## src/cbax_pkg.sv

```systemverilog
// ----------------------------------------------------------------------------
// cbax_pkg
// shared types, constants and bit helpers for the cursor row converter
// ----------------------------------------------------------------------------
`default_nettype none

package cbax_pkg;

    localparam int WORD_W    = 16;
    localparam int ROW_BITS  = 64;
    localparam int ROW_WORDS = ROW_BITS / WORD_W;
    localparam int CFG_W     = 7;
    localparam int CFG_IDX_W = 2;
    localparam int WCNT_W    = 6;
    localparam int ROW_W     = 6;
    localparam int WPR_MAX   = 64;

    localparam logic [CFG_IDX_W-1:0] CFG_HEIGHT = 2'd0;
    localparam logic [CFG_IDX_W-1:0] CFG_WPR    = 2'd1;

    localparam logic [CFG_W-1:0] HEIGHT_RESET = 7'd64;
    localparam logic [CFG_W-1:0] WPR_RESET    = 7'd4;

    // controller to datapath
    typedef struct packed {
        logic take_word;
        logic load_pad;
    } cbax_cmd_t;

    // datapath to controller
    typedef struct packed {
        logic out_free;
        logic row_done;
        logic pad_start;
        logic last_pad;
    } cbax_sts_t;

    // reverse the bits of each byte separately
    function automatic logic [WORD_W-1:0] flip_word(input logic [WORD_W-1:0] w);
        logic [WORD_W-1:0] r;
        for (int i = 0; i < 8; i++)
        begin
            r[i]     = w[7-i];
            r[8+i]   = w[15-i];
        end
        return r;
    endfunction

endpackage

`default_nettype wire

```

## src/cursor_bitmap_to_and_xor_rows.sv

```systemverilog
// ----------------------------------------------------------------------------
// cursor_bitmap_to_and_xor_rows
// monochrome cursor words to 64-bit AND/XOR image rows
// ----------------------------------------------------------------------------
// one word transfer per cycle while the output register is free
// a word that ends a row shows that row on the outputs in the next cycle
// after the last source row, padding rows follow one per cycle while the output is free; input waits
// throughput set by the single output register and the padding sequencer
// reset: counters cleared, accumulators AND ones / XOR zero, height 64, 4 words
// ----------------------------------------------------------------------------
`default_nettype none

module cursor_bitmap_to_and_xor_rows
    import cbax_pkg::*;
#(
    parameter int CURSOR_SIZE = 64
)
(
    input  wire logic                 clk,
    input  wire logic                 rst_n,
    input  wire logic                 cfg_valid,
    output logic                      cfg_ready,
    input  wire logic [CFG_IDX_W-1:0] cfg_index,
    input  wire logic [CFG_W-1:0]     cfg_data,
    input  wire logic                 in_valid,
    output logic                      in_ready,
    input  wire logic [WORD_W-1:0]    mask_word,
    input  wire logic [WORD_W-1:0]    source_word,
    output logic                      out_valid,
    input  wire logic                 out_ready,
    output logic [ROW_BITS-1:0]       and_row,
    output logic [ROW_BITS-1:0]       xor_row,
    output logic [ROW_W-1:0]          row_index,
    output logic                      last_row
);

    cbax_cmd_t cmd;
    cbax_sts_t sts;

    assign cfg_ready = 1'b1;

    cbax_ctrl u_ctrl (
        .clk      (clk),
        .rst_n    (rst_n),
        .in_valid (in_valid),
        .in_ready (in_ready),
        .sts      (sts),
        .cmd      (cmd)
    );

    cbax_dp #(
        .CURSOR_SIZE (CURSOR_SIZE)
    ) u_dp (
        .clk         (clk),
        .rst_n       (rst_n),
        .cfg_valid   (cfg_valid),
        .cfg_index   (cfg_index),
        .cfg_data    (cfg_data),
        .mask_word   (mask_word),
        .source_word (source_word),
        .cmd         (cmd),
        .sts         (sts),
        .out_valid   (out_valid),
        .out_ready   (out_ready),
        .and_row     (and_row),
        .xor_row     (xor_row),
        .row_index   (row_index),
        .last_row    (last_row)
    );

endmodule

`default_nettype wire

```

## src/cbax_ctrl.sv

```systemverilog
// ----------------------------------------------------------------------------
// cbax_ctrl
// sequencer: takes words while a row is built, then issues padding rows
// ----------------------------------------------------------------------------
`default_nettype none

module cbax_ctrl
    import cbax_pkg::*;
(
    input  wire logic      clk,
    input  wire logic      rst_n,
    input  wire logic      in_valid,
    output logic           in_ready,
    input  wire cbax_sts_t sts,
    output cbax_cmd_t      cmd
);

    localparam logic S_RUN = 1'b0;
    localparam logic S_PAD = 1'b1;

    logic state_reg;
    logic state_next;
    logic accept;

    assign in_ready      = (state_reg == S_RUN) && sts.out_free;
    assign accept        = in_valid && in_ready;
    assign cmd.take_word = accept;
    assign cmd.load_pad  = (state_reg == S_PAD) && sts.out_free;

    always_comb
    begin
        state_next = state_reg;
        unique case (state_reg)
            S_RUN:
            begin
                if (accept && sts.row_done && sts.pad_start)
                begin
                    state_next = S_PAD;
                end
            end
            S_PAD:
            begin
                if (cmd.load_pad && sts.last_pad)
                begin
                    state_next = S_RUN;
                end
            end
            default:
            begin
                state_next = S_RUN;
            end
        endcase
    end

    always_ff @(posedge clk or negedge rst_n)
    begin
        if (!rst_n)
        begin
            state_reg <= S_RUN;
        end
        else
        begin
            state_reg <= state_next;
        end
    end

    a_no_overlap: assert property (@(posedge clk) disable iff (!rst_n)
        !(cmd.take_word && cmd.load_pad))
        else $error("word transfer and padding row in same cycle");

    a_pad_blocks_input: assert property (@(posedge clk) disable iff (!rst_n)
        (state_reg == S_PAD) |-> !in_ready)
        else $error("input ready while padding rows are pending");

    a_pad_entry: assert property (@(posedge clk) disable iff (!rst_n)
        (accept && sts.row_done && sts.pad_start) |=> (state_reg == S_PAD))
        else $error("padding not started after last source row");

endmodule

`default_nettype wire

```

## src/cbax_dp.sv

```systemverilog
// ----------------------------------------------------------------------------
// cbax_dp
// datapath: config registers, row accumulators, counters, output register
// ----------------------------------------------------------------------------
`default_nettype none

module cbax_dp
    import cbax_pkg::*;
#(
    parameter int CURSOR_SIZE = 64
)
(
    input  wire logic                 clk,
    input  wire logic                 rst_n,
    input  wire logic                 cfg_valid,
    input  wire logic [CFG_IDX_W-1:0] cfg_index,
    input  wire logic [CFG_W-1:0]     cfg_data,
    input  wire logic [WORD_W-1:0]    mask_word,
    input  wire logic [WORD_W-1:0]    source_word,
    input  wire cbax_cmd_t            cmd,
    output cbax_sts_t                 sts,
    output logic                      out_valid,
    input  wire logic                 out_ready,
    output logic [ROW_BITS-1:0]       and_row,
    output logic [ROW_BITS-1:0]       xor_row,
    output logic [ROW_W-1:0]          row_index,
    output logic                      last_row
);

    localparam int WORDS_USED = CURSOR_SIZE / WORD_W;
    localparam logic [ROW_W-1:0] LAST_ROW = ROW_W'(CURSOR_SIZE - 1);
    localparam logic [CFG_W-1:0] SIZE_CFG = CFG_W'(CURSOR_SIZE);
    localparam logic [CFG_W-1:0] WPR_CFG  = CFG_W'(WPR_MAX);

    logic [CFG_W-1:0]    height_reg;
    logic [CFG_W-1:0]    wpr_reg;
    logic [CFG_W-1:0]    height_eff;
    logic [CFG_W-1:0]    wpr_eff;
    logic [WCNT_W-1:0]   word_count_reg;
    logic [ROW_W-1:0]    row_count_reg;
    logic [ROW_BITS-1:0] and_accum_reg;
    logic [ROW_BITS-1:0] xor_accum_reg;
    logic [ROW_BITS-1:0] and_merge;
    logic [ROW_BITS-1:0] xor_merge;
    logic [WORD_W-1:0]   m_flip;
    logic [WORD_W-1:0]   s_flip;
    logic [CFG_W-1:0]    wc_inc;
    logic [CFG_W-1:0]    rc_inc;
    logic                row_last;
    logic [ROW_W-1:0]    row_count_adv;
    logic                out_valid_reg;
    logic [ROW_BITS-1:0] and_row_reg;
    logic [ROW_BITS-1:0] xor_row_reg;
    logic [ROW_W-1:0]    row_index_reg;
    logic                last_row_reg;

    // config registers
    always_ff @(posedge clk or negedge rst_n)
    begin
        if (!rst_n)
        begin
            height_reg <= HEIGHT_RESET;
            wpr_reg    <= WPR_RESET;
        end
        else if (cfg_valid)
        begin
            if (cfg_index == CFG_HEIGHT)
            begin
                height_reg <= cfg_data;
            end
            else if (cfg_index == CFG_WPR)
            begin
                wpr_reg <= cfg_data;
            end
        end
    end

    always_comb
    begin
        priority if (height_reg == '0)
            height_eff = CFG_W'(1);
        else if (height_reg > SIZE_CFG)
            height_eff = SIZE_CFG;
        else
            height_eff = height_reg;

        priority if (wpr_reg == '0)
            wpr_eff = CFG_W'(1);
        else if (wpr_reg > WPR_CFG)
            wpr_eff = WPR_CFG;
        else
            wpr_eff = wpr_reg;
    end

    // word merge into the row being built
    assign m_flip = flip_word(mask_word);
    assign s_flip = flip_word(source_word);

    always_comb
    begin
        and_merge = and_accum_reg;
        xor_merge = xor_accum_reg;
        for (int k = 0; k < ROW_WORDS; k++)
        begin
            if ((k < WORDS_USED) && (word_count_reg == WCNT_W'(k)))
            begin
                and_merge[k*WORD_W +: WORD_W] = ~m_flip;
                xor_merge[k*WORD_W +: WORD_W] = s_flip & m_flip;
            end
        end
    end

    assign wc_inc        = CFG_W'(word_count_reg) + CFG_W'(1);
    assign rc_inc        = CFG_W'(row_count_reg) + CFG_W'(1);
    assign row_last      = (row_count_reg == LAST_ROW);
    assign row_count_adv = row_last ? '0 : ROW_W'(rc_inc);

    assign sts.out_free  = !out_valid_reg || out_ready;
    assign sts.row_done  = (wc_inc >= wpr_eff);
    assign sts.pad_start = (rc_inc >= height_eff) && !row_last;
    assign sts.last_pad  = row_last;

    // row state
    always_ff @(posedge clk or negedge rst_n)
    begin
        if (!rst_n)
        begin
            word_count_reg <= '0;
            row_count_reg  <= '0;
            and_accum_reg  <= '1;
            xor_accum_reg  <= '0;
        end
        else if (cmd.take_word)
        begin
            if (sts.row_done)
            begin
                word_count_reg <= '0;
                row_count_reg  <= row_count_adv;
                and_accum_reg  <= '1;
                xor_accum_reg  <= '0;
            end
            else
            begin
                word_count_reg <= WCNT_W'(wc_inc);
                and_accum_reg  <= and_merge;
                xor_accum_reg  <= xor_merge;
            end
        end
        else if (cmd.load_pad)
        begin
            row_count_reg <= row_count_adv;
        end
    end

    // output register
    always_ff @(posedge clk or negedge rst_n)
    begin
        if (!rst_n)
        begin
            out_valid_reg <= 1'b0;
        end
        else if ((cmd.take_word && sts.row_done) || cmd.load_pad)
        begin
            out_valid_reg <= 1'b1;
        end
        else if (out_ready)
        begin
            out_valid_reg <= 1'b0;
        end
    end

    always_ff @(posedge clk)
    begin
        if (cmd.take_word && sts.row_done)
        begin
            and_row_reg   <= and_merge;
            xor_row_reg   <= xor_merge;
            row_index_reg <= row_count_reg;
            last_row_reg  <= row_last;
        end
        else if (cmd.load_pad)
        begin
            and_row_reg   <= '1;
            xor_row_reg   <= '0;
            row_index_reg <= row_count_reg;
            last_row_reg  <= row_last;
        end
    end

    assign out_valid = out_valid_reg;
    assign and_row   = and_row_reg;
    assign xor_row   = xor_row_reg;
    assign row_index = row_index_reg;
    assign last_row  = last_row_reg;

    a_pad_content: assert property (@(posedge clk) disable iff (!rst_n)
        cmd.load_pad |=> (and_row_reg == '1) && (xor_row_reg == '0))
        else $error("padding row not all ones and zero");

    a_row_restart: assert property (@(posedge clk) disable iff (!rst_n)
        (cmd.take_word && sts.row_done) |=> (word_count_reg == '0) && out_valid_reg)
        else $error("finished row not emitted or word count not cleared");

    a_image_wrap: assert property (@(posedge clk) disable iff (!rst_n)
        (cmd.load_pad && row_last) |=> (row_count_reg == '0))
        else $error("row count did not wrap after last row");

endmodule

`default_nettype wire
```

## config.mk

```make
export PLATFORM = sky130hd
export DESIGN_NAME = cursor_bitmap_to_and_xor_rows
export DESIGN_NICKNAME = d
export VERILOG_FILES = /design/src/cbax_pkg.sv /design/src/cursor_bitmap_to_and_xor_rows.sv /design/src/cbax_ctrl.sv /design/src/cbax_dp.sv
export SDC_FILE = /design/constraint.sdc
export NUM_CORES = 1
export LEC_CHECK = 0
export BUFFER_PORTS_ARGS = -buffer_cell sky130_fd_sc_hd__buf_2
export CAP_MARGIN = 10
export CORE_UTILIZATION = 45
export CTS_BUF_LIST = sky130_fd_sc_hd__clkbuf_8
export CTS_CLUSTER_SIZE = 25
export DETAILED_ROUTE_END_ITERATION = 10
export PLACE_DENSITY = 0.64
export SYNTH_ARGS = -nofsm -noshare
export SYNTH_HDL_FRONTEND = slang
export SYNTH_HIERARCHICAL = 1
export SYNTH_SLANG_ARGS = --single-unit
export TNS_END_PERCENT = 20
```

## constraint.sdc

```tcl
create_clock -name clk -period 5.74 [get_ports clk]
set_clock_uncertainty 0.2 [all_clocks]
set_input_delay 1.148 -clock clk [delete_from_list [all_inputs] [get_ports clk]]
set_output_delay 1.148 -clock clk [all_outputs]
set_load 0.005 [all_outputs]
```

# == Yosys cells after proc, flatten, opt, wreduce, memory -nomap -nowiden ==
# Cells that the tools add are included.
# op_classes
muxes,32
n_bitwise,4
eq_ne,6
n_lt_le_gt_ge,4
reduce_logical,21
add_sub_neg,2
# op_table
op,count
64-bit two-way mux,6
16-bit two-way mux,8
6-bit two-way mux,7
7-bit two-way mux,4
16-bit bitwise AND,1
16-bit NOT,1
6-bit by 1-bit adder with 7-bit output (second input constant),2
7-bit greater-or-equal comparator,2
7-bit greater-than comparator (second input constant),2
7-bit zero test,2
6-bit by 2-bit equality test with 1-bit output (second input constant),2
1-bit logical AND,7
6-bit by 1-bit equality test with 1-bit output (second input constant),1
6-bit equality test (second input constant),1
6-bit zero test,1
1-bit two-way mux,6
2-bit nonzero test,3
2-bit AND reduction,2
3-bit AND reduction,1
2-bit by 1-bit equality test with 1-bit output (second input constant),1
1-bit zero test,2
2-bit zero test,1
1-bit logical OR,2
2-bit by 1-bit inequality test with 1-bit output (second input constant),1
2 further kinds,3
# word_totals
regBits,291
in_bits,46

# == Depth between registers and ports, before layout ==
# Gate-level depths: netlist (run 1).
# logic_depth
ltp_word,8
mapped_depth,14
mapped_depth_nobuf,11

# == Cells and area by module ==
# The synthesis (run 1) kept the hierarchy.
# modules_own_cells
module,area_each_um2,cells_each,instances
cbax_dp,12454.4,1008,1
cbax_ctrl,78.8,7,1
cursor_bitmap_to_and_xor_rows,11.3,2,1

# == Worst setup path before layout (run 1) ==
# No wires, ideal clock.
# synth_timing
path_kind,input -> register
from,input out_ready
to,"register u_dp.and_row_reg[0], in the netlist u_dp/and_row[0], enable pin"
n_path_buf,3
setup_ns,0.518
t_arrival_ns,5.279
cell_stages,8
setup_slack_ns,-0.257
t_required_ns,5.022
cell_sequence,nand2b_1 nor2b_4 and2_1 buf_4 clkbuf_1 nand2_1 buf_2 nand2b_1
# synth_between
elab_chain_cells,5
word_cells_on_any_way,6
classes_between,reduce/logical: 6
# synth_rtl
element,line_no,rtl
"start, declared",cursor_bitmap_to_and_xor_rows.sv:30,"input wire logic out_ready,"
1-bit logical OR,cbax_dp.sv:118,assign sts.out_free = !out_valid_reg || out_ready;
1-bit logical AND,cbax_ctrl.sv:25,assign in_ready = (state_reg == S_RUN) && sts.out_free;
named net in_ready,cursor_bitmap_to_and_xor_rows.sv:26,"output logic in_ready,"
1-bit logical AND,cbax_ctrl.sv:26,assign accept = in_valid && in_ready;
named net u_ctrl.accept,cbax_ctrl.sv:23,logic accept;
1-bit logical AND,cbax_dp.sv:174,if (cmd.take_word && sts.row_done)
2-bit nonzero test (no line),--,
"end signal, assigned",cbax_dp.sv:176,and_row_reg <= and_merge;
"end, declared",cbax_dp.sv:52,logic [ROW_BITS-1:0] and_row_reg;
# The timed path passes the listed nets, and every way through them passes these cells.
# A chain may end at the register's enable or synchronous reset.

==> impl_results.md, run 1 <==
- Status: finished clean
- Post-synth net total: between 1,000 and 1,500
- CTS Buffer Depth: 3
- First-pass GRT wire length: 48,900 um
- Die area: 28,500 um2
- Synth Warn #: 6
- DRC violations left: 0
- Slew margin rel.: 30.1%
- CTS tree: built
- Core area: around 27,000 um2
- FF+latch count, synth: between 200 and 300
- Top cell by count, worst path: ha_1
- Hold Fails Final Rpt: 0
- Num CTS Buffers: 48
- Vias in the first global route: around 8,400
- Overall power: 7.79 mW
- Initial antenna violation count: 0
- Top Family by Delay on Critical Path: compound AO/OA/AOI/OAI gates
- Top post-synthesis cells by area: edfxtp_1 (32%), dfrtp_1 (18%), dfstp_2 (14%), nand2_1 (6.8%), a22o_1 (4.5%)
- WP buf/inv: 1
- Hold EP: u_dp/xor_accum_reg[16]
- Sum Neg Setup Slack: 0 ps
- Worst R2R Setup Slack: 1770 ps
- Vias: 8,704
- Routed vias/inst: approximately 5.5
- Global-route usage over all layers: 22.3%
- PwrDens: 539 nW/um2
- Aggregate global routing overflow: 0
- Hold WC Path Type: reg2reg
- FF-to-FF Start: u_dp/word_count_reg[0]
- # resized after CTS: 0
- Row Count: 60
- Reg clk slew, reported paths: 60 ps
- Gpl congestion: approximately 0.8
- Capturing point of the worst reg2reg path: u_dp/and_row[27]
- Crit end category: flop
- DR WL/cell: just under 20 um
- Max Slew Vio Count: 0
- Final antenna-violating net count: 0
- Die height: around 170 um
- Util after Layout: 53.2%
- Post-CTS Setup Inserts: 0
- CP max stage cell: o21ai_2
- Layout Nets: 1,233
- Worst path required time: about 5800 ps
- Worst r2r path cells: 9
- Mean Syn Cell Area: 12.3 um2
- RSZ-0062 raised after global routing: false
- Mapped Cells: 1,017
- Skew-Pair Late Insertion Delay: 570 ps
- 1st-iter DRT viols: around 670
- Period utilization: 69.2%
- N_diodes: 0
- Final WL: ~31,000 um
- Die width: approximately 170 um
- Max incr delay on CP: 730 ps
- Clk sinks: 291
- Largest area contributor in the netlist: edfxtp_1
- Clock period minus worst slack: 3970 ps
- H-tree levels: 2
- Startpoint types: flop
- Hpwl dp: 20,200 um
- Crit Path Category: reg2reg
- DR pass1 iterations: 5
- IO buf count: around 180
- Root buffer cell: clkbuf_8
- Yosys top cell area share: 32.3%
- Arrival @ worst endpoint: 4050 ps
- I/O pin cnt: 184
- Asr flop ratio synth: 53.6%
- Min-delay src: u_dp/xor_accum_reg[16]
- Setup violations, final: 0
- Max cap viols: 0
- Hold-fix buffers, CTS: 0
- Sequential area share after synthesis: 64.1%
- Max IR drop VDD: 0.000383 V
- Number of enable flip-flop cells after synthesis: 135
- Initial core utilization: 46.2%
- Cell leakage power: 5.63 nW
- Largest net degree at the start of global routing: roughly 80
- Hold-critical path depth: 1
- Area delta synth->final: 15.3%
- FMAX: 252 MHz
- Critical path, cell by cell: ha_1, nand3_1, xnor2_1, ha_1, nand4_1, o21ai_2, and2_2, buf_4, o211ai_1
- Main synth FF type: edfxtp_1
- Cell Area, Synth: 12,500 um2
- Post-synth cell types: 53
- Share of cells above drive strength 1: 30.2%
- Tightest Pin Transition: about 1000 ps
- Max FO, Critical Path: 44
- Top-count cell post-synth: nand2_1
- Top post-synthesis cells by count: nand2_1 (227), edfxtp_1 (135), dfrtp_1 (90)
## area by class of cell
cell class | instances | area [um2]
fillers | 2430 | 12700
clock inverters | 33 | 141
inverters | 6 | 22.5
clock buffers | 57 | 785
well taps | 372 | 465
flip-flops and latches | 291 | 8040
multi-input cells | 631 | 4020
repair buffers | 190 | 990
## routing by layer
metal / vias up / routed length, um / GRT usage (%)
li1: 4023 / - / -
met1: 4324 / 14300 / 32.1
met2: 305 / 14500 / 34.6
met3: 52 / 1880 / 3.88
met4: 0 / 648 / 6.92
met5: - / 0 / 0
## worst max path at each step
stage                       end  cells past startpoint                    from  slack, ps
6_report       u_dp/and_row[27]                      9  u_dp/word_count_reg[0]       1770
5_1_grt        u_dp/and_row[42]                      9  u_dp/word_count_reg[0]       1420
4_1_cts        u_dp/and_row[58]                      9  u_dp/word_count_reg[0]       1730
3_5_place_dp   u_dp/and_row[27]                      9  u_dp/word_count_reg[0]       1710
3_3_place_gp   u_dp/and_row[58]                      9  u_dp/word_count_reg[0]       1830
2_1_floorplan   u_dp/and_row[0]                      8               out_ready       1270
## power by group
part / internal, mW / switching (mW)
Sequential: 3.16 / 0.331
Combinational: 0.921 / 1.65
Clock: 0.905 / 0.822
## cells by family after synthesis
logic type	synth area share [%]
AND/OR/NAND/NOR	10.1
adder cells (fa/ha/maj)	1.90
multiplexers	1.52
XOR/XNOR	0.698
flip-flops	64.1
other	0.0299
buffers and inverters	4.08
AO/OA/AOI/OAI	17.6
## cell usage in the layout (no fill, tap or decap), types with 5 or more instances in the layout
| cell | count |
|---|---|
| nor2_1 | 6 |
| a21oi_1 | 68 |
| dfrtp_1 | 90 |
| dfstp_2 | 66 |
| buf_2 | 181 |
| o22a_1 | 64 |
| nand2b_1 | 8 |
| clkinv_2 | 7 |
| and3_1 | 6 |
| mux2_2 | 16 |
| clkinv_1 | 13 |
| ha_1 | 19 |
| inv_1 | 17 |
| nand2_1 | 223 |
| edfxtp_1 | 135 |
| xnor2_1 | 6 |
| and2_1 | 21 |
| a22o_1 | 64 |
| o21ai_2 | 5 |
| clkbuf_8 | 57 |
| o211ai_1 | 66 |
| buf_4 | 7 |
## per-stage QoR
step | instances | hold slack (ps) | area, um2 | worst slack, ps
3_3_place_gp | 1490 | 278 | 13500 | 1830
4_1_cts | 1580 | 304 | 14500 | 1730
6_report | 1580 | 301 | 14500 | 1770
3_5_place_dp | 1490 | 282 | 13500 | 1710
2_1_floorplan | 1017 | 259 | 12500 | 1270
5_1_grt | 1580 | 311 | 14500 | 1420
(Power assumes the default switching activity.)
==> inputs of run 2 (changes only) <==
clock period = 3.2 ns   (was 5.74 ns; I/O delays follow)
==> run 2 against run 1 <==
  * Clock power grew 85%
  * Worst setup slack lost 1500 ps
  * Power grew 85%
  * Final cell count grew 1.6%
  * Via count grew 1.5%
  * Register-to-register slack lost 1500 ps
  * Critical endpoint is now u_dp/row_count_reg[1]
  * Highest routed layer unchanged
==> impl_results.md, run 2 (synthesized netlist as in run 1, its figures left out) <==
- Status: finished clean
- Critical path, cell by cell: ha_4, nand3_2, xnor2_1, ha_1, a41o_1, a21oi_2, o211ai_2, o21ai_1, mux2_2
- RSZ-0062 raised after global routing: false
- Tightest Pin Transition: 615 ps (-429 ps)
- Initial antenna violation count: 0 (unchanged)
- DRC violations left: 0 (unchanged)
- First-pass GRT wire length: 48,700 um (-0.47%)
- Initial core utilization: 46.2% (unchanged)
- Num CTS Buffers: 47 (-2.1%)
- Final antenna-violating net count: 0 (unchanged)
- Routed vias/inst: 5.50 (-0.15%)
- Hold WC Path Type: in2reg
- Reg clk slew, reported paths: 60 ps (about the same)
- Period utilization: 92.5% (+23 points)
- Max Slew Vio Count: 0 (unchanged)
- CP max stage cell: dfrtp_1
- Slew margin rel.: 59.0% (+29 points)
- Setup violations, final: 0 (unchanged)
- Vias in the first global route: 8,593 (+2.0%)
- Post-DP Area: 13,800 um2 (+2.3%)
- Most common cell after layout, fill and taps aside: nand2_1
- # resized after CTS: 0 (unchanged)
- I/O pin cnt: 184 (unchanged)
- Area of the multi-input gates: 4050 um2 (+0.75%)
- Overall power: 14.4 mW (+85%)
- Global-route usage over all layers: 22.0% (-0.30 points)
- Arrival @ worst endpoint: 3200 ps (-850 ps)
- Layout Nets: 1,260 (+2.2%)
- Die height: 169 um (unchanged)
- Max FO, Critical Path: 10 (-77%)
- DR WL/cell: 19.4 um (-2.0%)
- Max IR drop VDD: 0.000503 V (+31%)
- CTS Buffer Depth: 3 (unchanged)
- DR pass1 iterations: 5 (unchanged)
- Clk sinks: 291 (unchanged)
- Root buffer cell: clkbuf_8
- Largest net degree at the start of global routing: 73 (-6.4%)
- Row Count: 60 (unchanged)
- H-tree levels: 2 (unchanged)
- Aggregate global routing overflow: 0 (unchanged)
- IO buf count: 182 (unchanged)
- N_diodes: 0 (unchanged)
- Dpl ws: 237 ps (-1480 ps)
- Design area: 14,800 um2 (+2.5%)
- Vias: 8,834 (+1.5%)
- FMAX: 338 MHz (+34%)
- Share of cells above drive strength 1: 32.1% (+1.9 points)
- Die width: 169 um (unchanged)
- Die area: 28,500 um2 (unchanged)
- Hold Fails Final Rpt: 0 (unchanged)
- Gpl congestion: 0.798 (about the same)
- Startpoint types: flop
- PwrDens: 972 nW/um2 (+80%)
- Crit Path Category: reg2reg
- Storage cell area: 8040 um2 (about the same)
- Fillers: 2,363 (-2.8%)
- Crit end category: flop
- Cell leakage power: 5.84 nW (+3.7%)
- Core area: 27,200 um2 (unchanged)
- WP buf/inv: 0 (-1)
- Commonest non-fill, non-tap cells in the layout: nand2_1 (223), buf_2 (181), edfxtp_1 (135), dfrtp_1 (89), a21oi_1 (68)
- Worst path required time: 3440 ps (-2380 ps)
- Area delta synth->final: 18.1%
- Max cap viols: 0 (unchanged)
- Top Family by Delay on Critical Path: compound AO/OA/AOI/OAI gates
- Clock period minus worst slack: 2960 ps (-1010 ps)
- 1st-iter DRT viols: 773 (+16%)
- Hpwl dp: 20,200 um (about the same)
- Skew-Pair Late Insertion Delay: 570 ps (about the same)
- Max incr delay on CP: 480 ps (-250 ps)
- CTS tree: built
- Final WL: 31,200 um (-0.40%)
- Slack of the critical path: 241 ps (-1530 ps)
- Util after Layout: 54.5% (+1.3 points)
[run 2: worst paths after layout]
path / start / to / slack [ps] / cells past startpoint
worst min-delay path: cfg_data[6] / u_dp/height_reg[6] / 110 / 3
worst max register to register: u_dp/word_count_reg[0] / u_dp/row_count_reg[1] / 240 / 9
worst min register to register: u_dp/xor_accum_reg[15] / u_dp/xor_accum_reg[15] / 300 / 1
max in group asynchronous: rst_n / u_dp/and_accum_reg[14] / 1570 / 3
min in group asynchronous: rst_n / u_dp/xor_accum_reg[55] / 490 / 2
worst max-delay path: u_dp/word_count_reg[0] / u_dp/row_count_reg[1] / 240 / 9
[run 2: metal layers]
layer | track usage, % | wire (um)
met3 | 4.19 | 2170
met2 | 34.4 | 14500
met1 | 31.5 | 14000
met4 | 6.13 | 497
met5 | 0 | 0
[run 2: cell type report]
class | instances | area share (%)
Sequential cell | 291 | 54.3
Tap cell | 372 | 3.14
Clock buffer | 59 | 5.48
Timing Repair Buffer | 218 | 8.62
Clock inverter | 29 | 1.01
Inverter | 6 | 0.152
Multi-Input combinational cell | 631 | 27.3
[run 2: through the flow]
stage | TNS [ps] | hold slack, ps | instances
final | 0 | 111 | 1606
after global routing | 0 | 116 | 1606
after CTS | 0 | 80.3 | 1606
after detailed placement | 0 | 287 | 1517
after global placement | 0 | 281 | 1517
after floorplan | -38150 | 144 | 1017
[run 2: worst register-to-register path: stages (launching register included)]
cell	delay, ps
dfrtp_1	480
ha_4	220
nand3_2	80
xnor2_1	200
ha_1	270
a41o_1	240
a21oi_2	160
o211ai_2	290
o21ai_1	320
mux2_2	380
[run 2: report_power, final]
part           switching (mW)  internal (mW)  total (mW)  leakage, nW
Sequential              0.622           5.67        6.29         3.02
Combinational            3.02           1.89        4.91         2.25
Clock                    1.45           1.75        3.20        0.574
Total                    5.10           9.30        14.4         5.84
[run 2: timing repair]
item | 4_1_cts | 5_1_grt
buffers inserted | 0 | 0
hold endpoints to repair | 13 | 0
hold buffers | 1 | 0
